<file path="src/design/dfhe_pkg.sv">
`timescale 1ns / 1ps
// ----------------------------------------------------------------------------
// dfhe_pkg: shared types and constants of the fixed Huffman deflate encoder
// Transaction payloads, the symbol record passed from front to back, and the
// zlib/block header constants.
// ----------------------------------------------------------------------------
package dfhe_pkg;

  typedef enum logic [1:0] {
    MODE_LITERAL  = 2'd0,
    MODE_LENGTH   = 2'd1,
    MODE_DISTANCE = 2'd2,
    MODE_FINISH   = 2'd3
  } mode_e;

  typedef struct packed {
    mode_e       mode;
    logic [15:0] value;
    logic [31:0] checksum;
  } in_item_t;

  typedef struct packed {
    logic [7:0] out_byte;
    logic       last_of_item;
    logic       end_of_stream;
  } out_item_t;

  // Bits of one item in stream order (bit 0 goes out first).
  localparam int unsigned SymBitsW  = 21;
  localparam int unsigned SymCountW = 5;

  typedef struct packed {
    logic                  zlib_hdr;  // emit the two zlib header bytes first
    logic                  finish;    // flush and append checksum
    logic [SymBitsW-1:0]   bits;
    logic [SymCountW-1:0]  nbits;
    logic [31:0]           checksum;
  } sym_t;

  typedef struct packed {
    logic full;
    logic empty;
  } fifo_status_t;

  localparam logic [7:0] ZlibCmf       = 8'h78;
  localparam logic [7:0] ZlibFlg       = 8'h5E;
  // BFINAL=1, BTYPE=fixed, already in transmit order.
  localparam logic [2:0] BlockHdrBits  = 3'b011;
  localparam logic [2:0] BlockHdrCount = 3'd3;

  localparam int unsigned QueueDepthDef = 2;

endpackage

</file>
<file path="src/design/dfhe_front.sv">
`timescale 1ns / 1ps
// ----------------------------------------------------------------------------
// dfhe_front: symbol classifier
// Accepts input transactions, clamps values, maps them to fixed Huffman codes
// plus extra bits in stream order and pushes one record into the queue.
// ----------------------------------------------------------------------------
module dfhe_front (
  input  logic                    clk_i,
  input  logic                    rst_ni,
  input  logic                    in_valid_i,
  output logic                    in_stall_o,
  input  dfhe_pkg::in_item_t      in_item_i,
  input  dfhe_pkg::fifo_status_t  q_status_i,
  output logic                    q_push_o,
  output dfhe_pkg::sym_t          q_data_o
);

  logic        header_sent_q, header_sent_d;
  logic [8:0]  code;
  logic [3:0]  hn;
  logic [3:0]  xb;
  logic [14:0] ext;
  logic [7:0]  lit;
  logic [7:0]  ls;
  logic [14:0] ds;
  logic [4:0]  loff;
  logic [8:0]  rev;
  logic [17:0] sym_bits;
  logic [4:0]  nsym;
  logic        hdr;
  logic        fin;

  function automatic logic [3:0] bit_len(logic [14:0] v);
    logic [3:0] n;
    n = 4'd0;
    for (int i = 0; i < 15; i++) begin
      if (v[i]) begin
        n = 4'(i + 1);
      end
    end
    return n;
  endfunction

  // Reverse the low n bits so the code goes out MSB first.
  function automatic logic [8:0] rev_code(logic [8:0] c, logic [3:0] n);
    logic [8:0] r;
    logic [3:0] idx;
    r = '0;
    for (int i = 0; i < 9; i++) begin
      idx = 4'(n - 4'd1 - 4'(i));
      if (4'(i) < n) begin
        r[i] = c[idx];
      end
    end
    return r;
  endfunction

  always_comb begin
    code = '0;
    hn   = '0;
    xb   = '0;
    ext  = '0;
    lit  = (in_item_i.value > 16'd255) ? 8'hFF : in_item_i.value[7:0];
    ls   = '0;
    ds   = '0;
    loff = '0;
    unique case (in_item_i.mode)
      dfhe_pkg::MODE_LITERAL: begin
        if (lit <= 8'd143) begin
          code = 9'(9'd48 + {1'b0, lit});
          hn   = 4'd8;
        end else begin
          code = {1'b1, lit};
          hn   = 4'd9;
        end
      end
      dfhe_pkg::MODE_LENGTH: begin
        if (in_item_i.value < 16'd3) begin
          ls = 8'd0;
        end else begin
          ls = 8'(in_item_i.value - 16'd3);
        end
        if (in_item_i.value >= 16'd258) begin
          code = 9'd197;
          hn   = 4'd8;
        end else if (ls < 8'd8) begin
          code = 9'(ls + 8'd1);
          hn   = 4'd7;
        end else begin
          xb   = 4'(bit_len({7'd0, ls}) - 4'd3);
          loff = 5'({xb, 2'b00} + 6'd4 + {4'd0, 2'(ls >> xb)});
          ext  = {7'd0, ls} & 15'((16'd1 << xb) - 16'd1);
          if (loff <= 5'd22) begin
            code = 9'(loff + 5'd1);
            hn   = 4'd7;
          end else begin
            code = 9'({4'd0, loff} + 9'd169);
            hn   = 4'd8;
          end
        end
      end
      dfhe_pkg::MODE_DISTANCE: begin
        if (in_item_i.value == 16'd0) begin
          ds = 15'd0;
        end else if (in_item_i.value > 16'd32768) begin
          ds = 15'h7FFF;
        end else begin
          ds = 15'(in_item_i.value - 16'd1);
        end
        hn = 4'd5;
        if (ds < 15'd4) begin
          code = 9'(ds);
        end else begin
          xb   = 4'(bit_len(ds) - 4'd2);
          code = 9'({xb, 1'b0} + 5'd2 + {4'd0, 1'(ds >> xb)});
          ext  = ds & 15'((16'd1 << xb) - 16'd1);
        end
      end
      dfhe_pkg::MODE_FINISH: begin
        code = 9'd0;  // end-of-block: seven zero bits
        hn   = 4'd7;
      end
      default: begin
        code = '0;
      end
    endcase
  end

  assign fin      = (in_item_i.mode == dfhe_pkg::MODE_FINISH);
  assign hdr      = !header_sent_q;
  assign rev      = rev_code(code, hn);
  assign sym_bits = {9'd0, rev} | (18'(ext) << hn);
  assign nsym     = 5'({1'b0, hn} + {1'b0, xb});

  always_comb begin
    q_data_o.zlib_hdr = hdr && !fin;
    q_data_o.finish   = fin;
    q_data_o.checksum = in_item_i.checksum;
    if (hdr) begin
      q_data_o.bits  = {sym_bits, dfhe_pkg::BlockHdrBits};
      q_data_o.nbits = nsym + {2'd0, dfhe_pkg::BlockHdrCount};
    end else begin
      q_data_o.bits  = {3'd0, sym_bits};
      q_data_o.nbits = nsym;
    end
  end

  assign in_stall_o = q_status_i.full;
  assign q_push_o   = in_valid_i && !q_status_i.full;

  // Clear on finish so the next symbol opens a new stream.
  assign header_sent_d = q_push_o ? !fin : header_sent_q;

  always_ff @(posedge clk_i or negedge rst_ni) begin
    if (!rst_ni) begin
      header_sent_q <= 1'b0;
    end else begin
      header_sent_q <= header_sent_d;
    end
  end

endmodule

</file>
<file path="src/design/dfhe_fifo.sv">
`timescale 1ns / 1ps
// ----------------------------------------------------------------------------
// dfhe_fifo: symbol queue
// Small circular buffer of symbol records between the front and the back.
// ----------------------------------------------------------------------------
module dfhe_fifo #(
  parameter int unsigned Depth = dfhe_pkg::QueueDepthDef
) (
  input  logic                    clk_i,
  input  logic                    rst_ni,
  input  logic                    push_i,
  input  dfhe_pkg::sym_t          push_data_i,
  input  logic                    pop_i,
  output dfhe_pkg::sym_t          pop_data_o,
  output dfhe_pkg::fifo_status_t  status_o
);

  localparam int unsigned PtrW = $clog2(Depth);
  localparam int unsigned CntW = $clog2(Depth + 1);

  dfhe_pkg::sym_t mem_q [Depth];
  logic [PtrW-1:0] wr_ptr_q, rd_ptr_q;
  logic [CntW-1:0] count_q;

  function automatic logic [PtrW-1:0] ptr_inc(logic [PtrW-1:0] p);
    return (p == PtrW'(Depth - 1)) ? '0 : PtrW'(p + 1'b1);
  endfunction

  assign status_o.full  = (count_q == CntW'(Depth));
  assign status_o.empty = (count_q == '0);
  assign pop_data_o     = mem_q[rd_ptr_q];

  always_ff @(posedge clk_i) begin
    if (push_i) begin
      mem_q[wr_ptr_q] <= push_data_i;
    end
  end

  always_ff @(posedge clk_i or negedge rst_ni) begin
    if (!rst_ni) begin
      wr_ptr_q <= '0;
      rd_ptr_q <= '0;
      count_q  <= '0;
    end else begin
      if (push_i) begin
        wr_ptr_q <= ptr_inc(wr_ptr_q);
      end
      if (pop_i) begin
        rd_ptr_q <= ptr_inc(rd_ptr_q);
      end
      if (push_i && !pop_i) begin
        count_q <= CntW'(count_q + 1'b1);
      end else if (pop_i && !push_i) begin
        count_q <= CntW'(count_q - 1'b1);
      end
    end
  end

endmodule

</file>
<file path="src/design/dfhe_back.sv">
`timescale 1ns / 1ps
// ----------------------------------------------------------------------------
// dfhe_back: bit packer
// Merges queued symbol bits with the pending bits and sends one byte per
// cycle, unless the output stalls, through a registered output stage.
// ----------------------------------------------------------------------------
module dfhe_back (
  input  logic                    clk_i,
  input  logic                    rst_ni,
  input  dfhe_pkg::fifo_status_t  q_status_i,
  input  dfhe_pkg::sym_t          q_data_i,
  output logic                    q_pop_o,
  output logic                    out_valid_o,
  input  logic                    out_stall_i,
  output dfhe_pkg::out_item_t     out_item_o
);

  typedef enum logic [2:0] {
    PH_ZLIB0,
    PH_ZLIB1,
    PH_DATA,
    PH_SUM0,
    PH_SUM1,
    PH_SUM2,
    PH_SUM3
  } phase_e;

  localparam int unsigned AccW = 28;

  phase_e                        phase_q, phase_d, phase_n;
  logic                          busy_q, busy_d;
  logic                          fin_q, fin_d;
  logic [AccW-1:0]               acc_q, acc_d, acc_n, acc_cur;
  logic [dfhe_pkg::SymCountW-1:0] cnt_q, cnt_d, cnt_n, cnt_cur;
  logic [31:0]                   sum_q, sum_d;
  logic                          out_valid_q, out_valid_d;
  dfhe_pkg::out_item_t           out_q, out_d;

  logic       out_free, emit, last, eos, done_nobyte, adv, retire;
  logic [7:0] byte_val;

  always_comb begin
    emit        = 1'b0;
    last        = 1'b0;
    eos         = 1'b0;
    done_nobyte = 1'b0;
    byte_val    = '0;
    acc_n       = acc_q;
    cnt_n       = cnt_q;
    phase_n     = phase_q;
    if (busy_q) begin
      unique case (phase_q)
        PH_ZLIB0: begin
          emit     = 1'b1;
          byte_val = dfhe_pkg::ZlibCmf;
          phase_n  = PH_ZLIB1;
        end
        PH_ZLIB1: begin
          emit     = 1'b1;
          byte_val = dfhe_pkg::ZlibFlg;
          last     = !fin_q && (cnt_q < 5'd8);
          phase_n  = PH_DATA;
        end
        PH_DATA: begin
          priority if (cnt_q >= 5'd8) begin
            emit     = 1'b1;
            byte_val = acc_q[7:0];
            last     = !fin_q && (cnt_q < 5'd16);
            acc_n    = acc_q >> 8;
            cnt_n    = 5'(cnt_q - 5'd8);
          end else if (fin_q && (cnt_q != '0)) begin
            // pad the partial byte with zeros
            emit     = 1'b1;
            byte_val = acc_q[7:0];
            acc_n    = '0;
            cnt_n    = '0;
            phase_n  = PH_SUM0;
          end else if (fin_q) begin
            emit     = 1'b1;
            byte_val = sum_q[31:24];
            phase_n  = PH_SUM1;
          end else begin
            done_nobyte = 1'b1;
          end
        end
        PH_SUM0: begin
          emit     = 1'b1;
          byte_val = sum_q[31:24];
          phase_n  = PH_SUM1;
        end
        PH_SUM1: begin
          emit     = 1'b1;
          byte_val = sum_q[23:16];
          phase_n  = PH_SUM2;
        end
        PH_SUM2: begin
          emit     = 1'b1;
          byte_val = sum_q[15:8];
          phase_n  = PH_SUM3;
        end
        PH_SUM3: begin
          emit     = 1'b1;
          byte_val = sum_q[7:0];
          last     = 1'b1;
          eos      = 1'b1;
          acc_n    = '0;
          cnt_n    = '0;
        end
        default: begin
          done_nobyte = 1'b1;
        end
      endcase
    end
  end

  assign out_free = !out_valid_q || !out_stall_i;
  assign adv      = (emit && out_free) || done_nobyte;
  assign retire   = busy_q && ((emit && last && out_free) || done_nobyte);
  assign q_pop_o  = !q_status_i.empty && (!busy_q || retire);
  assign acc_cur  = adv ? acc_n : acc_q;
  assign cnt_cur  = adv ? cnt_n : cnt_q;

  always_comb begin
    busy_d  = busy_q;
    fin_d   = fin_q;
    sum_d   = sum_q;
    acc_d   = acc_cur;
    cnt_d   = cnt_cur;
    phase_d = adv ? phase_n : phase_q;
    if (q_pop_o) begin
      // pending bits are fewer than eight here
      busy_d  = 1'b1;
      fin_d   = q_data_i.finish;
      sum_d   = q_data_i.checksum;
      acc_d   = acc_cur | (AccW'(q_data_i.bits) << cnt_cur[2:0]);
      cnt_d   = 5'(cnt_cur + q_data_i.nbits);
      phase_d = q_data_i.zlib_hdr ? PH_ZLIB0 : PH_DATA;
    end else if (retire) begin
      busy_d = 1'b0;
    end
    out_valid_d = out_valid_q;
    out_d       = out_q;
    if (out_free) begin
      out_valid_d          = emit;
      out_d.out_byte       = byte_val;
      out_d.last_of_item   = last;
      out_d.end_of_stream  = eos;
    end
  end

  always_ff @(posedge clk_i or negedge rst_ni) begin
    if (!rst_ni) begin
      phase_q     <= PH_DATA;
      busy_q      <= 1'b0;
      fin_q       <= 1'b0;
      acc_q       <= '0;
      cnt_q       <= '0;
      sum_q       <= '0;
      out_valid_q <= 1'b0;
      out_q       <= '0;
    end else begin
      phase_q     <= phase_d;
      busy_q      <= busy_d;
      fin_q       <= fin_d;
      acc_q       <= acc_d;
      cnt_q       <= cnt_d;
      sum_q       <= sum_d;
      out_valid_q <= out_valid_d;
      out_q       <= out_d;
    end
  end

  assign out_valid_o = out_valid_q;
  assign out_item_o  = out_q;

endmodule

</file>
<file path="src/design/deflate_fixed_huffman_encoder.sv">
`timescale 1ns / 1ps
// ----------------------------------------------------------------------------
// deflate_fixed_huffman_encoder: zlib stream encoder with fixed Huffman codes
// Turns literal, length, distance and finish transactions into the bytes of
// a single-block fixed-code zlib stream.
// ----------------------------------------------------------------------------
// Each input transaction is a literal, a match length, a match distance or a
// finish request. The first symbol of a stream is preceded by the zlib header
// 0x78 0x5E and the final-block fixed-code header; finish sends end-of-block,
// pads to a byte and appends the Adler-32 checksum most significant byte
// first, then the next symbol starts a fresh stream. Out-of-range values are
// clamped (literal to 255, length to 3..258, distance to 1..32768). The front
// classifies and codes one transaction per cycle into a QueueDepth-entry
// queue while it is not full; the back packs bits and delivers one byte per
// cycle through a registered output unless the output stalls. An item yields
// zero to three bytes for symbols, up to four for the first symbol of a
// stream and up to six for finish. Symbols that complete no byte produce no
// output transaction; their bits stay pending. last_of_item marks the final
// byte of an item and end_of_stream the last checksum byte.
// ----------------------------------------------------------------------------
module deflate_fixed_huffman_encoder #(
  parameter int unsigned QueueDepth = dfhe_pkg::QueueDepthDef
) (
  input  logic                 clk_i,
  input  logic                 rst_ni,
  input  logic                 in_valid_i,
  output logic                 in_stall_o,
  input  dfhe_pkg::in_item_t   in_item_i,
  output logic                 out_valid_o,
  input  logic                 out_stall_i,
  output dfhe_pkg::out_item_t  out_item_o
);

  dfhe_pkg::fifo_status_t q_status;
  dfhe_pkg::sym_t         q_push_data;
  dfhe_pkg::sym_t         q_pop_data;
  logic                   q_push;
  logic                   q_pop;

  // Front: clamp, code and queue one transaction per cycle while the queue is not full.
  dfhe_front u_front (
    .clk_i      (clk_i),
    .rst_ni     (rst_ni),
    .in_valid_i (in_valid_i),
    .in_stall_o (in_stall_o),
    .in_item_i  (in_item_i),
    .q_status_i (q_status),
    .q_push_o   (q_push),
    .q_data_o   (q_push_data)
  );

  // Queue: decouples coding from byte delivery.
  dfhe_fifo #(
    .Depth (QueueDepth)
  ) u_fifo (
    .clk_i       (clk_i),
    .rst_ni      (rst_ni),
    .push_i      (q_push),
    .push_data_i (q_push_data),
    .pop_i       (q_pop),
    .pop_data_o  (q_pop_data),
    .status_o    (q_status)
  );

  // Back: hold pending bits, emit one byte per cycle unless the output stalls.
  dfhe_back u_back (
    .clk_i       (clk_i),
    .rst_ni      (rst_ni),
    .q_status_i  (q_status),
    .q_data_i    (q_pop_data),
    .q_pop_o     (q_pop),
    .out_valid_o (out_valid_o),
    .out_stall_i (out_stall_i),
    .out_item_o  (out_item_o)
  );

  // Never write a full queue.
  assert property (@(posedge clk_i) disable iff (!rst_ni) q_push |-> !q_status.full)
    else $error("symbol queue overflow");

  // Never read an empty queue.
  assert property (@(posedge clk_i) disable iff (!rst_ni) q_pop |-> !q_status.empty)
    else $error("symbol queue underflow");

  // The closing checksum byte always ends its item.
  assert property (@(posedge clk_i) disable iff (!rst_ni)
    out_valid_o && out_item_o.end_of_stream |-> out_item_o.last_of_item)
    else $error("end of stream without end of item");

endmodule

</file>
<file path="config.mk">
export PLATFORM = sky130hd
export DESIGN_NAME = deflate_fixed_huffman_encoder
export DESIGN_NICKNAME = d
export VERILOG_FILES = /design/src/design/dfhe_pkg.sv /design/src/design/dfhe_front.sv /design/src/design/dfhe_fifo.sv /design/src/design/dfhe_back.sv /design/src/design/deflate_fixed_huffman_encoder.sv
export SDC_FILE = /design/constraint.sdc
export NUM_CORES = 1
export LEC_CHECK = 0
export BUFFER_PORTS_ARGS = -buffer_cell sky130_fd_sc_hd__buf_2
export CORE_ASPECT_RATIO = 0.5
export CORE_MARGIN = 3
export CORE_UTILIZATION = 45
export CTS_BUF_LIST = sky130_fd_sc_hd__clkbuf_8 sky130_fd_sc_hd__clkbuf_16
export DETAILED_ROUTE_END_ITERATION = 16
export GPL_ROUTABILITY_DRIVEN = 0
export PLACE_DENSITY = 0.59
export SLEW_MARGIN = 20
export SYNTH_ARGS = -nofsm -noshare
export SYNTH_HDL_FRONTEND = slang
export SYNTH_HIERARCHICAL = 1
export SYNTH_SLANG_ARGS = --single-unit
</file>
<file path="constraint.sdc">
create_clock -name clk_i -period 11 [get_ports clk_i]
set_clock_uncertainty 0.1 [all_clocks]
set_input_delay 1.65 -clock clk_i [delete_from_list [all_inputs] [get_ports clk_i]]
set_output_delay 1.65 -clock clk_i [all_outputs]
set_load 0.01 [all_outputs]
</file>
# Word level (Yosys, flattened, before mapping)
# Memories as Yosys holds them, arrays and structs flattened.
# Cells that the tools add are included.
# Widths: inputs -> output; s select.
[op_classes] magnitude_cmp=29 n_mux=129 n_bitwise=4 addsub=31 shift=6 eq_ne=12 n_reduce_logical=38
[ops] op="$mux 28" n=5
[ops] op="$mux 15" n=6
[ops] op="$mux 4" n=20
[ops] op="$mux 8" n=7
[ops] op="$pmux 28 s2" n=1
[ops] op="$pmux 8 s7" n=1
[ops] op="$lt 4x5->1 const B" n=9
[ops] op="$mux 9" n=5
[ops] op="$sub 15x1->15 const B" n=3
[ops] op="$mux 3" n=14
[ops] op="$mux 1" n=39
[ops] op="$bmux 1 s4" n=9
[ops] op="$pmux 9 s4" n=1
[ops] op="$pmux 15 s2" n=1
[ops] op="$shl 1x4->15 const A" n=2
[ops] op="$or 28x28->28" n=1
[ops] op="$shl 21x3->28" n=1
[ops] op="$mux 26" n=1
[ops] op="$mux 5" n=5
[ops] op="$or 9x18->18" n=1
[ops] op="$pmux 3 s6" n=1
[ops] op="$shl 15x4->18" n=1
[ops] op="$ge 16x9->1 const B" n=1
[ops] op="$gt 16x16->1 const B" n=1
[ops] op="other kinds (61)" n=113
[word_totals] elab_cells=264 in_bits=54 ff_bits=86 mem_count=1 mem_bits_rw=120 out_inout_bits=12
[mem_list] memory="u_fifo.mem_q" words=2 word_bits=60 read_ports=1 rd_clocked_by_memory_dff=0 write_ports=1 line_no="dfhe_fifo.sv:21" source="dfhe_pkg::sym_t mem_q [Depth];"

# Depth between registers and ports, before layout
# Gate-level depths: netlist of run 1.
[logic_depth] ltp_word=31 ltp_mapped=41 ltp_nobuf=37

# Hierarchy
# The synthesis of run 1 kept the hierarchy.
[modules_own_cells] module="dfhe_front" cells_each=896 instances=1 area_per_inst_um2=5790.6 seq_area_each_um2=25.0
[modules_own_cells] module="dfhe_back" cells_each=468 instances=1 area_per_inst_um2=4898.4 seq_area_each_um2=2028.2
[modules_own_cells] module="dfhe_fifo" cells_each=203 instances=1 area_per_inst_um2=4818.4 seq_area_each_um2=3703.6

# Worst setup path after synthesis of run 1
# OpenSTA, ideal clock, no wires.
[synth_path] kind="input to register" start="input in_item_i[38] (netlist name)" end="memory u_fifo/mem_q[0][47] (netlist name) (data pin)" required_ns=10.638 path_buffers=8 slack_ns=1.136 arrival_ns=9.501 setup_ns=0.262 cell_stages=36 cell_sequence="buf_2 -> nor4_1 -> nand4_1 -> nor2_1 -> clkbuf_1 -> nor2_1 -> ha_1 -> nor3_1 -> a41oi_1 -> a22oi_1 -> nand2_1 -> ha_1 -> nor3b_1 -> a211o_1 -> nor3_2 -> clkinv_1 -> o211ai_1 -> o2bb2ai_1 -> and2_1 -> inv_1 -> ha_1 -> nand2_1 -> and2_1 -> clkbuf_1 -> o2111ai_1 -> a2111oi_1 -> a21oi_2 -> buf_2 -> buf_2 -> ha_1 -> clkbuf_1 -> clkbuf_1 -> clkbuf_1 -> a211oi_1 -> o31a_1 -> mux2_2"
[synth_lines] item="start: declaration" line_no="deflate_fixed_huffman_encoder.sv:28" source="input dfhe_pkg::in_item_t in_item_i,"
[synth_lines] item="end: declaration" line_no="dfhe_fifo.sv:21"

==> impl_metrics.json, run 1 <==
{
  "p_int_mw": 2.41,
  "syn_nets": 1669,
  "clkTransAtPathRegs_ns": 0.06,
  "p_leak_nw": 6.38,
  "rrSetupSlack_ns": 6.77,
  "final_core_util_pct": 48.9,
  "path_max_fanout": 14,
  "p_comb_share_pct": 48.5,
  "met2_usage_pct": 36.3,
  "seq_power_share_pct": 34.2,
  "core-area_sq_um": 33500,
  "post-route-period-util_pct": 93.0,
  "multi_input_area_sq_um": 8740,
  "wire_per_inst_microns": 21.1,
  "cts_sinks": 206,
  "area_delta_synth_final_pct": 5.74,
  "grt_usage_pct": 22.3,
  "grt_max_degree": 57,
  "fin_nets": 1634,
  "vdd_drop_max_v": 0.000193,
  "tritoncts": "done",
  "hold_path_depth": 1,
  "cpPeakStageDelay_ns": 0.74,
  "vias": 12800,
  "htree_levels": 1,
  "fin_crit_ns": 10.23,
  "power_mw": 4.01,
  "worst_r2r_endpoint": "u_back/cnt_q[3]",
  "hold_path.startpoint": "u_fifo/count_q[1]",
  "drc_errors": 0,
  "cp_data_required_time_ns": 11.14,
  "die_w_microns": 269,
  "io_buffers": 65,
  "grt_overflow": 0,
  "clk_latency_ns": 0.51,
  "first_pass_iters": 8,
  "pin_count": 66,
  "hold_end": "u_fifo/count_q[1]",
  "met3_usage_pct": 2.30,
  "clockBufferDepth": 3,
  "cts_buffers": 22,
  "yosys_warnings": 6,
  "synth.cell_area_sq_um": 15500,
  "antenna_left": 0,
  "grtUsageMet1_pct": 32.1,
  "outcome": "finished, final reports clean",
  "rsz0062_at_grt": "no",
  "synthArstFlopShare_pct": 41.7,
  "final.setup.tns_ns": 0,
  "dp.cells": 1949,
  "whs_ns": 0.401,
  "final_common_cell": "edfxtp_1",
  "fmax_mhz": 97.7,
  "setup_viol": 0,
  "cp-end-kind": "flop",
  "post-place-ws_ns": 0.247,
  "ys_types": 101,
  "cp_slowest_cell": "or4_1",
  "cap_violations": 0,
  "rr_startpoint": "u_back/cnt_q[0]",
  "ff2ff_path_depth": 10,
  "placed_area_sq_um": 15700,
  "totalWireLength_microns": 42100,
  "fp.dieH_microns": 137,
  "num_rows": 47,
  "fill_cells": 3134,
  "worst_pin_slew_ns": 1.12,
  "pwr-share-clk_pct": 17.3,
  "seq_area_frac_synth_pct": 37.1,
  "synth_cells": 1567,
  "layoutNonFillerInstCount": 1989,
  "drv_slew": 0,
  "initial_core_util_pct": 46.3,
  "crit_path_start_kind": "primary input",
  "p_per_area_nw_per_um2": 245,
  "syn_avg_cell_area_sq_um": 9.90,
  "ff_latch_area_sq_um": 5760,
  "drt-initial-drc-count": 1355,
  "dp_hpwl_microns": 30600,
  "ys_seq_elements": 206,
  "root_buffer": "clkbuf_16",
  "swShare_pct": 39.9,
  "fin_ws_ns": 0.767,
  "drive_above_1_share_pct": 18.9,
  "via_per_inst": 6.42,
  "antenna_found_initial": 1,
  "stdcell_area_sq_um": 16400,
  "n_antenna_cell": 0,
  "hp-class": "flop to flop",
  "grt_pass1_vias": 12100,
  "synth_top_flop_cell": "edfxtp_1",
  "crit_arrival_ns": 10.37,
  "grt_pass1_wl_microns": 67000,
  "most-common-layout-cells": "edfxtp_1, nor2_1, nand2_1, a21oi_1, dfrtp_1",
  "worst-setup-path-type": "primary input to flop",
  "relSlewSlack_pct": 25.5,
  "hold_buffers": 0,
  "synth_enable_flop_cells": 120,
  "busiest_layer": "met2",
  "finalHoldViolCount": 0,
  "die_area_sq_um": 36900,
  "p_sw_mw": 1.60
}
## power by group through the flow
stage                     sequential [mW]  clock (mW)  combinational [mW]
final                                1.37       0.694                1.95
after global routing                 1.41       0.743                2.13
after CTS                            1.38       0.714                1.93
after detailed placement             1.39           0                1.92
after global placement               1.38           0                1.89
after floorplan                      1.25           0                1.66
## worst max-delay path, delay by kind of cell
kind                       cells  cell delay (ns)
xor gates and xnor gates       1             0.16
AOI/OAI and AO/OA             12             2.68
buffers and inverters          9             1.68
and+or+nand+nor               13             3.22
adders and majority gates      4             0.97
## final cells by class
class	instances	share of cell area (%)
tap	441	3.36
inverter	51	1.17
clock inverter	16	0.664
sequential	206	35.1
multi-input combinational	1167	53.3
clock buffer	24	3.53
timing repair buffer	84	2.87
## cell usage after synthesis, types with 28 or more instances
library cell | number | area share (%)
nor2_1 | 110 | 2.7
clkbuf_1 | 61 | 1.5
mux2_4 | 59 | 5.7
inv_1 | 43 | 1.0
buf_4 | 38 | 1.8
buf_2 | 28 | 0.90
and2_1 | 31 | 1.3
edfxtp_1 | 120 | 23
ha_1 | 46 | 3.7
a21oi_1 | 87 | 2.8
nand3_1 | 42 | 1.4
a22oi_1 | 30 | 1.5
o21ai_0 | 76 | 2.5
nand2_1 | 104 | 2.5
dfrtp_1 | 85 | 14
mux2i_1 | 36 | 2.3
mux2_2 | 68 | 4.9
## how the worst max path moves through the flow
stage                              from                   to
after global routing      in_item_i[39]  u_fifo/mem_q[0][46]
final                     in_item_i[39]  u_fifo/mem_q[0][46]
after global placement    in_item_i[39]  u_fifo/mem_q[0][46]
after CTS                 in_item_i[39]  u_fifo/mem_q[0][46]
after floorplan           in_item_i[38]  u_fifo/mem_q[0][47]
after detailed placement  in_item_i[39]  u_fifo/mem_q[0][46]
## cell families (layout without fill, tap and decap cells)
family / Yosys count / count (layout) / share of synthesized area, %
compound gates: 486 / 486 / 22.8
simple gates: 425 / 425 / 13.8
flops: 206 / 206 / 37.1
buf+inv: 194 / 175 / 6.66
mux: 165 / 165 / 13.2
fa+ha+maj: 48 / 48 / 3.97
xor+xnor: 43 / 43 / 2.43
## state kept, by name, summed over array words and instances (netlist names)
name                   cells
u_fifo/mem_q             120
u_back/sum_q              32
u_back/acc_q              28
u_back/out_item_o         10
u_back/cnt_q               5
u_back/phase_q             3
u_fifo/count_q             2
u_back/busy_q              1
u_back/fin_q               1
u_back/out_valid_o         1
u_fifo/rd_ptr_q            1
u_fifo/wr_ptr_q            1
u_front/header_sent_q      1
## metal layers
metal / vias up / routed length [microns]
li1: 5893 / -
met3: 89 / 2670
met4: 2 / 928
met2: 553 / 19100
met1: 6225 / 19400
met5: - / 10
## timing repair
item                       in CTS  in global routing
buffers inserted                0                  0
resized for setup               0                  1
setup endpoints to repair       0                  8
Note: power is estimated with default switching activity, not from simulation.
==> run 2, diff against run 1 <==
clock period = 9.6 ns   (was 11 ns; I/O delays follow)
==> run 2 against run 1 <==
  * Routed wire length is 1.7% higher
  * Sequential cell count unchanged
  * Global-route usage grew 0.12 points
  * Critical path type unchanged
  * Largest power group unchanged
==> impl_metrics.json, run 2 (synthesis gave the netlist of run 1 again) <==
{
  "worst_r2r_endpoint": "u_back/cnt_q[3]",
  "fmax_mhz": 112,
  "area_delta_synth_final_pct": 6.93,
  "grt_pass1_vias": 12300,
  "first_pass_iters": 6,
  "clkTransAtPathRegs_ns": 0.06,
  "drc_errors": 0,
  "top_regs": "u_fifo/mem_q x120, u_back/sum_q x32, u_back/acc_q x28",
  "crit_arrival_ns": 9.04,
  "finalHoldViolCount": 0,
  "fin_nets": 1646,
  "placed_area_sq_um": 15800,
  "drt-initial-drc-count": 1512,
  "worst_pin_slew_ns": 1.09,
  "top_register": "u_fifo/mem_q",
  "final.setup.tns_ns": 0,
  "cap_violations": 0,
  "tritoncts": "done",
  "cp_data_required_time_ns": 9.73,
  "hold_path_depth": 1,
  "vdd_drop_max_v": 0.000169,
  "antenna_left": 0,
  "p_per_area_nw_per_um2": 283,
  "die_w_microns": 269,
  "cp_common_cell": "ha_1",
  "final_core_util_pct": 49.5,
  "crit_path_start_kind": "primary input",
  "die_area_sq_um": 36900,
  "clk_latency_ns": 0.49,
  "antenna_found_initial": 0,
  "pin_count": 66,
  "wire_per_inst_microns": 21.4,
  "startpoint": "in_item_i[41]",
  "num_rows": 47,
  "setup_viol": 0,
  "fp.dieH_microns": 137,
  "rrSetupSlack_ns": 5.30,
  "grt_pass1_wl_microns": 67600,
  "cp-end-kind": "flop",
  "drive_above_1_share_pct": 20.1,
  "rr_startpoint": "u_back/cnt_q[0]",
  "p_leak_nw": 6.46,
  "worst-setup-path-type": "primary input to flop",
  "initial_core_util_pct": 46.3,
  "core-area_sq_um": 33500,
  "ff2ff_path_depth": 10,
  "fin_crit_ns": 8.91,
  "vias": 13000,
  "cts_buffers": 21,
  "root_buffer": "clkbuf_16",
  "relSlewSlack_pct": 27.5,
  "htree_levels": 1,
  "n_antenna_cell": 0,
  "hp-class": "flop to flop",
  "hold_buffers": 0,
  "io_buffers": 65,
  "drv_slew": 0,
  "final_common_cell": "edfxtp_1",
  "path_max_fanout": 11,
  "via_per_inst": 6.48,
  "most-common-layout-cells": "edfxtp_1, nor2_1, nand2_1, a21oi_1, dfrtp_1",
  "post-route-period-util_pct": 92.8,
  "cp_slowest_cell": "or4_1",
  "largest_register_ffs": 120,
  "stdcell_area_sq_um": 16600,
  "clockBufferDepth": 3,
  "grt_max_degree": 79,
  "rsz0062_at_grt": "no",
  "cts_sinks": 206,
  "outcome": "finished, final reports clean",
  "grt_overflow": 0,
  "setup.worst_path.end": "u_fifo/mem_q[0][46]",
  "totalWireLength_microns": 42800,
  "dp_hpwl_microns": 31000,
  "grt_usage_pct": 22.4,
  "cpPeakStageDelay_ns": 0.66
}
## run 2: cell count changes in the layout (fill, tap and decap cells not counted), moves of 2 or more
| cell | delta |
|---|---|
| buf_4 | +12 |
| inv_1 | -7 |
| clkinv_2 | +4 |
| bufinv_16 | +2 |
## run 2: critical path: cells and delay by family
| kind | cells | cell delay, ns |
|---|---|---|
| adder cells (fa/ha/maj) | 4 | 1.22 |
| AO/OA/AOI/OAI | 13 | 2.88 |
| AND/OR/NAND/NOR | 12 | 2.83 |
| XOR/XNOR | 1 | 0.16 |
| buffers and inverters | 4 | 0.51 |
## run 2: worst min path at each step
stage,startpoint,end
floorplan,u_fifo/wr_ptr_q,u_fifo/wr_ptr_q
global placement,u_fifo/count_q[1],u_fifo/count_q[1]
detailed placement,u_back/acc_q[23],u_back/acc_q[23]
CTS,u_fifo/count_q[1],u_fifo/count_q[1]
global route,u_back/acc_q[26],u_back/acc_q[26]
finish,u_fifo/count_q[1],u_fifo/count_q[1]
## run 2: final cells by class
class                           instances  area, sq um
Fill cell                            3124        16900
Multi-Input combinational cell       1167         8750
Sequential cell                       206         5760
Clock buffer                           25          603
Timing Repair Buffer                   97          581
Tap cell                              441          552
Inverter                               51          191
Clock inverter                         13          141
## run 2: stage by stage
step | hold slack [ns] | worst slack (ns) | power (mW) | std cells
final | 0.396 | 0.688 | 4.70 | 2000
after global routing | 0.419 | 0.0243 | 4.99 | 2000
after CTS | 0.400 | 0.703 | 4.69 | 1999
after detailed placement | 0.390 | 0.221 | 3.81 | 1961
after global placement | 0.375 | 0.485 | 3.75 | 1961
after floorplan | 0.355 | 0.0502 | 3.33 | 1567
## run 2: per-layer routing
metal / share of wire [%] / vias up / track usage [%]
li1: - / 5936 / -
met1: 45 / 6308 / 31.3
met2: 46 / 630 / 37.8
met3: 7.3 / 78 / 2.48
met4: 1.9 / 0 / 4.78
met5: 0 / - / 0
## run 2: what timing repair did
| action | in CTS | in global routing |
|---|---|---|
| gates resized for setup | 0 | 1 |
| buffers inserted | 0 | 0 |
| setup endpoints to repair | 0 | 20 |
## run 2: report_power, final
part           switching (mW)  total [mW]  internal, mW  leakage [nW]
logic                    1.24        2.25          1.01          3.91
clock network           0.333       0.862         0.529         0.381
registers               0.280        1.58          1.30          2.17
total                    1.85        4.70          2.84          6.46
==> run 3, diff against run 2 <==
CORE_ASPECT_RATIO = not set   (was 0.5)
==> run 3 against run 2 <==
  * Non-clock buffer count grew 6
  * Count of clock-buffer cells in the layout shrank 4
  * Final cell count grew 0.60%
  * Utilization shrank 0.46 points
  * Via count shrank 1.2%
  * Worst hold slack lost 0.024 ns
  * Combinational power is essentially flat
  * Critical endpoint is now u_fifo/mem_q[1][48]
==> impl_metrics.json, run 3 (synthesis gave the netlist of run 1 again) <==
{
  "drc_errors": 0,
  "grt_usage_pct": 23.3,
  "cpPeakStageDelay_ns": 0.53,
  "fin_ws_ns": 0.819,
  "ff2ff_path_depth": 10,
  "worst-setup-path-type": "primary input to flop",
  "seq_power_share_pct": 33.6,
  "rsz0062_at_grt": "no",
  "pin_count": 66,
  "postCtsSetupBuffers": 0,
  "grt_pass1_wl_microns": 69300,
  "top_regs": "u_fifo/mem_q x120, u_back/sum_q x32, u_back/acc_q x28",
  "tritoncts": "done",
  "drv_slew": 0,
  "wire_per_inst_microns": 21.6,
  "cp_slowest_cell": "or4_1",
  "p_per_area_nw_per_um2": 280,
  "p_sw_mw": 1.84,
  "n_antenna_cell": 0,
  "fmax_mhz": 114,
  "htree_levels": 1,
  "ctsResizeCount": 0,
  "first_pass_iters": 7,
  "final.setup.tns_ns": 0,
  "final_common_cell": "edfxtp_1",
  "setup_viol": 0,
  "p_comb_share_pct": 49.0,
  "grt_pass1_vias": 12300,
  "pwr-share-clk_pct": 17.4,
  "p_int_mw": 2.80,
  "drive_above_1_share_pct": 20.1,
  "fin_nets": 1652,
  "hp-class": "flop to flop",
  "cp_common_cell": "ha_1",
  "drt-initial-drc-count": 1140,
  "fin_crit_ns": 8.78,
  "cap_violations": 0,
  "worst_r2r_endpoint": "u_back/cnt_q[3]",
  "grt_max_degree": 61,
  "top_register": "u_fifo/mem_q",
  "totalWireLength_microns": 43500,
  "path_max_fanout": 25,
  "swShare_pct": 39.7,
  "cts_buffers": 21,
  "relSlewSlack_pct": 30.8,
  "p_leak_nw": 6.45,
  "clkTransAtPathRegs_ns": 0.06,
  "rr_startpoint": "u_back/cnt_q[1]",
  "hold_path.startpoint": "u_back/out_item_o[0]",
  "most-common-layout-cells": "edfxtp_1, nor2_1, nand2_1, a21oi_1, dfrtp_1",
  "finalHoldViolCount": 0,
  "hold_end": "u_back/out_item_o[0]",
  "vdd_drop_max_v": 0.000199,
  "cp_data_required_time_ns": 9.74,
  "crit_path_start_kind": "primary input",
  "initial_core_util_pct": 45.9,
  "cp-end-kind": "flop",
  "final_core_util_pct": 49.0,
  "hold_buffers": 0,
  "area_delta_synth_final_pct": 6.78,
  "worst_pin_slew_ns": 1.03,
  "num_rows": 67,
  "via_per_inst": 6.36,
  "crit_arrival_ns": 8.92,
  "root_buffer": "clkbuf_16",
  "post-route-period-util_pct": 91.5,
  "power_mw": 4.64,
  "die_w_microns": 192,
  "grt_overflow": 0,
  "io_buffers": 65,
  "antenna_found_initial": 0,
  "hold_path_depth": 2,
  "fill_cells": 3138,
  "antenna_left": 0,
  "dp_hpwl_microns": 31600,
  "fp.dieH_microns": 192,
  "clockBufferDepth": 3,
  "cts_sinks": 206,
  "vias": 12800,
  "core-area_sq_um": 33800,
  "rrSetupSlack_ns": 5.37,
  "outcome": "finished, final reports clean",
  "post-place-ws_ns": 0.472,
  "clk_latency_ns": 0.49,
  "die_area_sq_um": 36700,
  "largest_register_ffs": 120
}
==> run 3: changes by cell type in the layout (fill, tap and decap cells not counted) <==
cell,delta
buf_4,+7
clkinv_1,+3
clkbuf_16,-2
clkbuf_8,-2
buf_12,-1
clkinv_2,-1
clkinvlp_4,+1
inv_4,-1
inv_8,+1
nor4_1,+1
nor4_2,-1
==> run 3: per-layer routing <==
layer	GRT usage, %	vias up	share of wire (%)
met1	31.0	6228	43
met5	0	-	0
met3	1.51	93	5.1
li1	-	5941	-
met2	40.7	529	49
met4	7.54	0	3.3
==> run 3: worst max-delay path: cells and delay by family <==
family / cells / cell delay, ns
simple gates: 13 / 2.74
compound gates: 12 / 2.71
fa+ha+maj: 4 / 1.09
buf+inv: 5 / 0.68
mux: 1 / 0.27
==> run 3: worst max path at each step <==
stage                             start                  end  slack (ns)  cells after the start
final                     in_item_i[41]  u_fifo/mem_q[1][48]        0.82                     35
after global routing      in_item_i[41]  u_fifo/mem_q[1][42]        0.04                     36
after CTS                 in_item_i[41]  u_fifo/mem_q[1][43]        0.97                     35
after detailed placement  in_item_i[41]  u_fifo/mem_q[1][48]        0.47                     35
after global placement    in_item_i[41]  u_fifo/mem_q[1][48]        0.65                     35
after floorplan           in_item_i[35]  u_fifo/mem_q[0][47]        0.05                     37
==> run 3: per-stage QoR <==
stage          cell area [sq um]  hold WS, ns  cells
2_1_floorplan              15500        0.355   1567
3_3_place_gp               15900        0.355   1975
3_5_place_dp               15900        0.365   1975
4_1_cts                    16600        0.381   2012
5_1_grt                    16600        0.398   2012
6_report                   16600        0.372   2012
==> run 3: cell type report <==
class | count | area, sq um | share of cell area, %
Multi-Input combinational cell | 1167 | 8750 | 52.8
Clock inverter | 16 | 160 | 0.967
Clock buffer | 21 | 526 | 3.17
Sequential cell | 206 | 5760 | 34.8
Tap cell | 448 | 561 | 3.39
Timing Repair Buffer | 103 | 613 | 3.70
Inverter | 51 | 191 | 1.16
==> run 3: power groups by stage <==
stage | registers, mW | clock network, mW | logic, mW
final | 1.56 | 0.809 | 2.27
after global routing | 1.60 | 0.864 | 2.49
after CTS | 1.56 | 0.830 | 2.26
after detailed placement | 1.58 | 0 | 2.24
after global placement | 1.57 | 0 | 2.22
after floorplan | 1.44 | 0 | 1.90
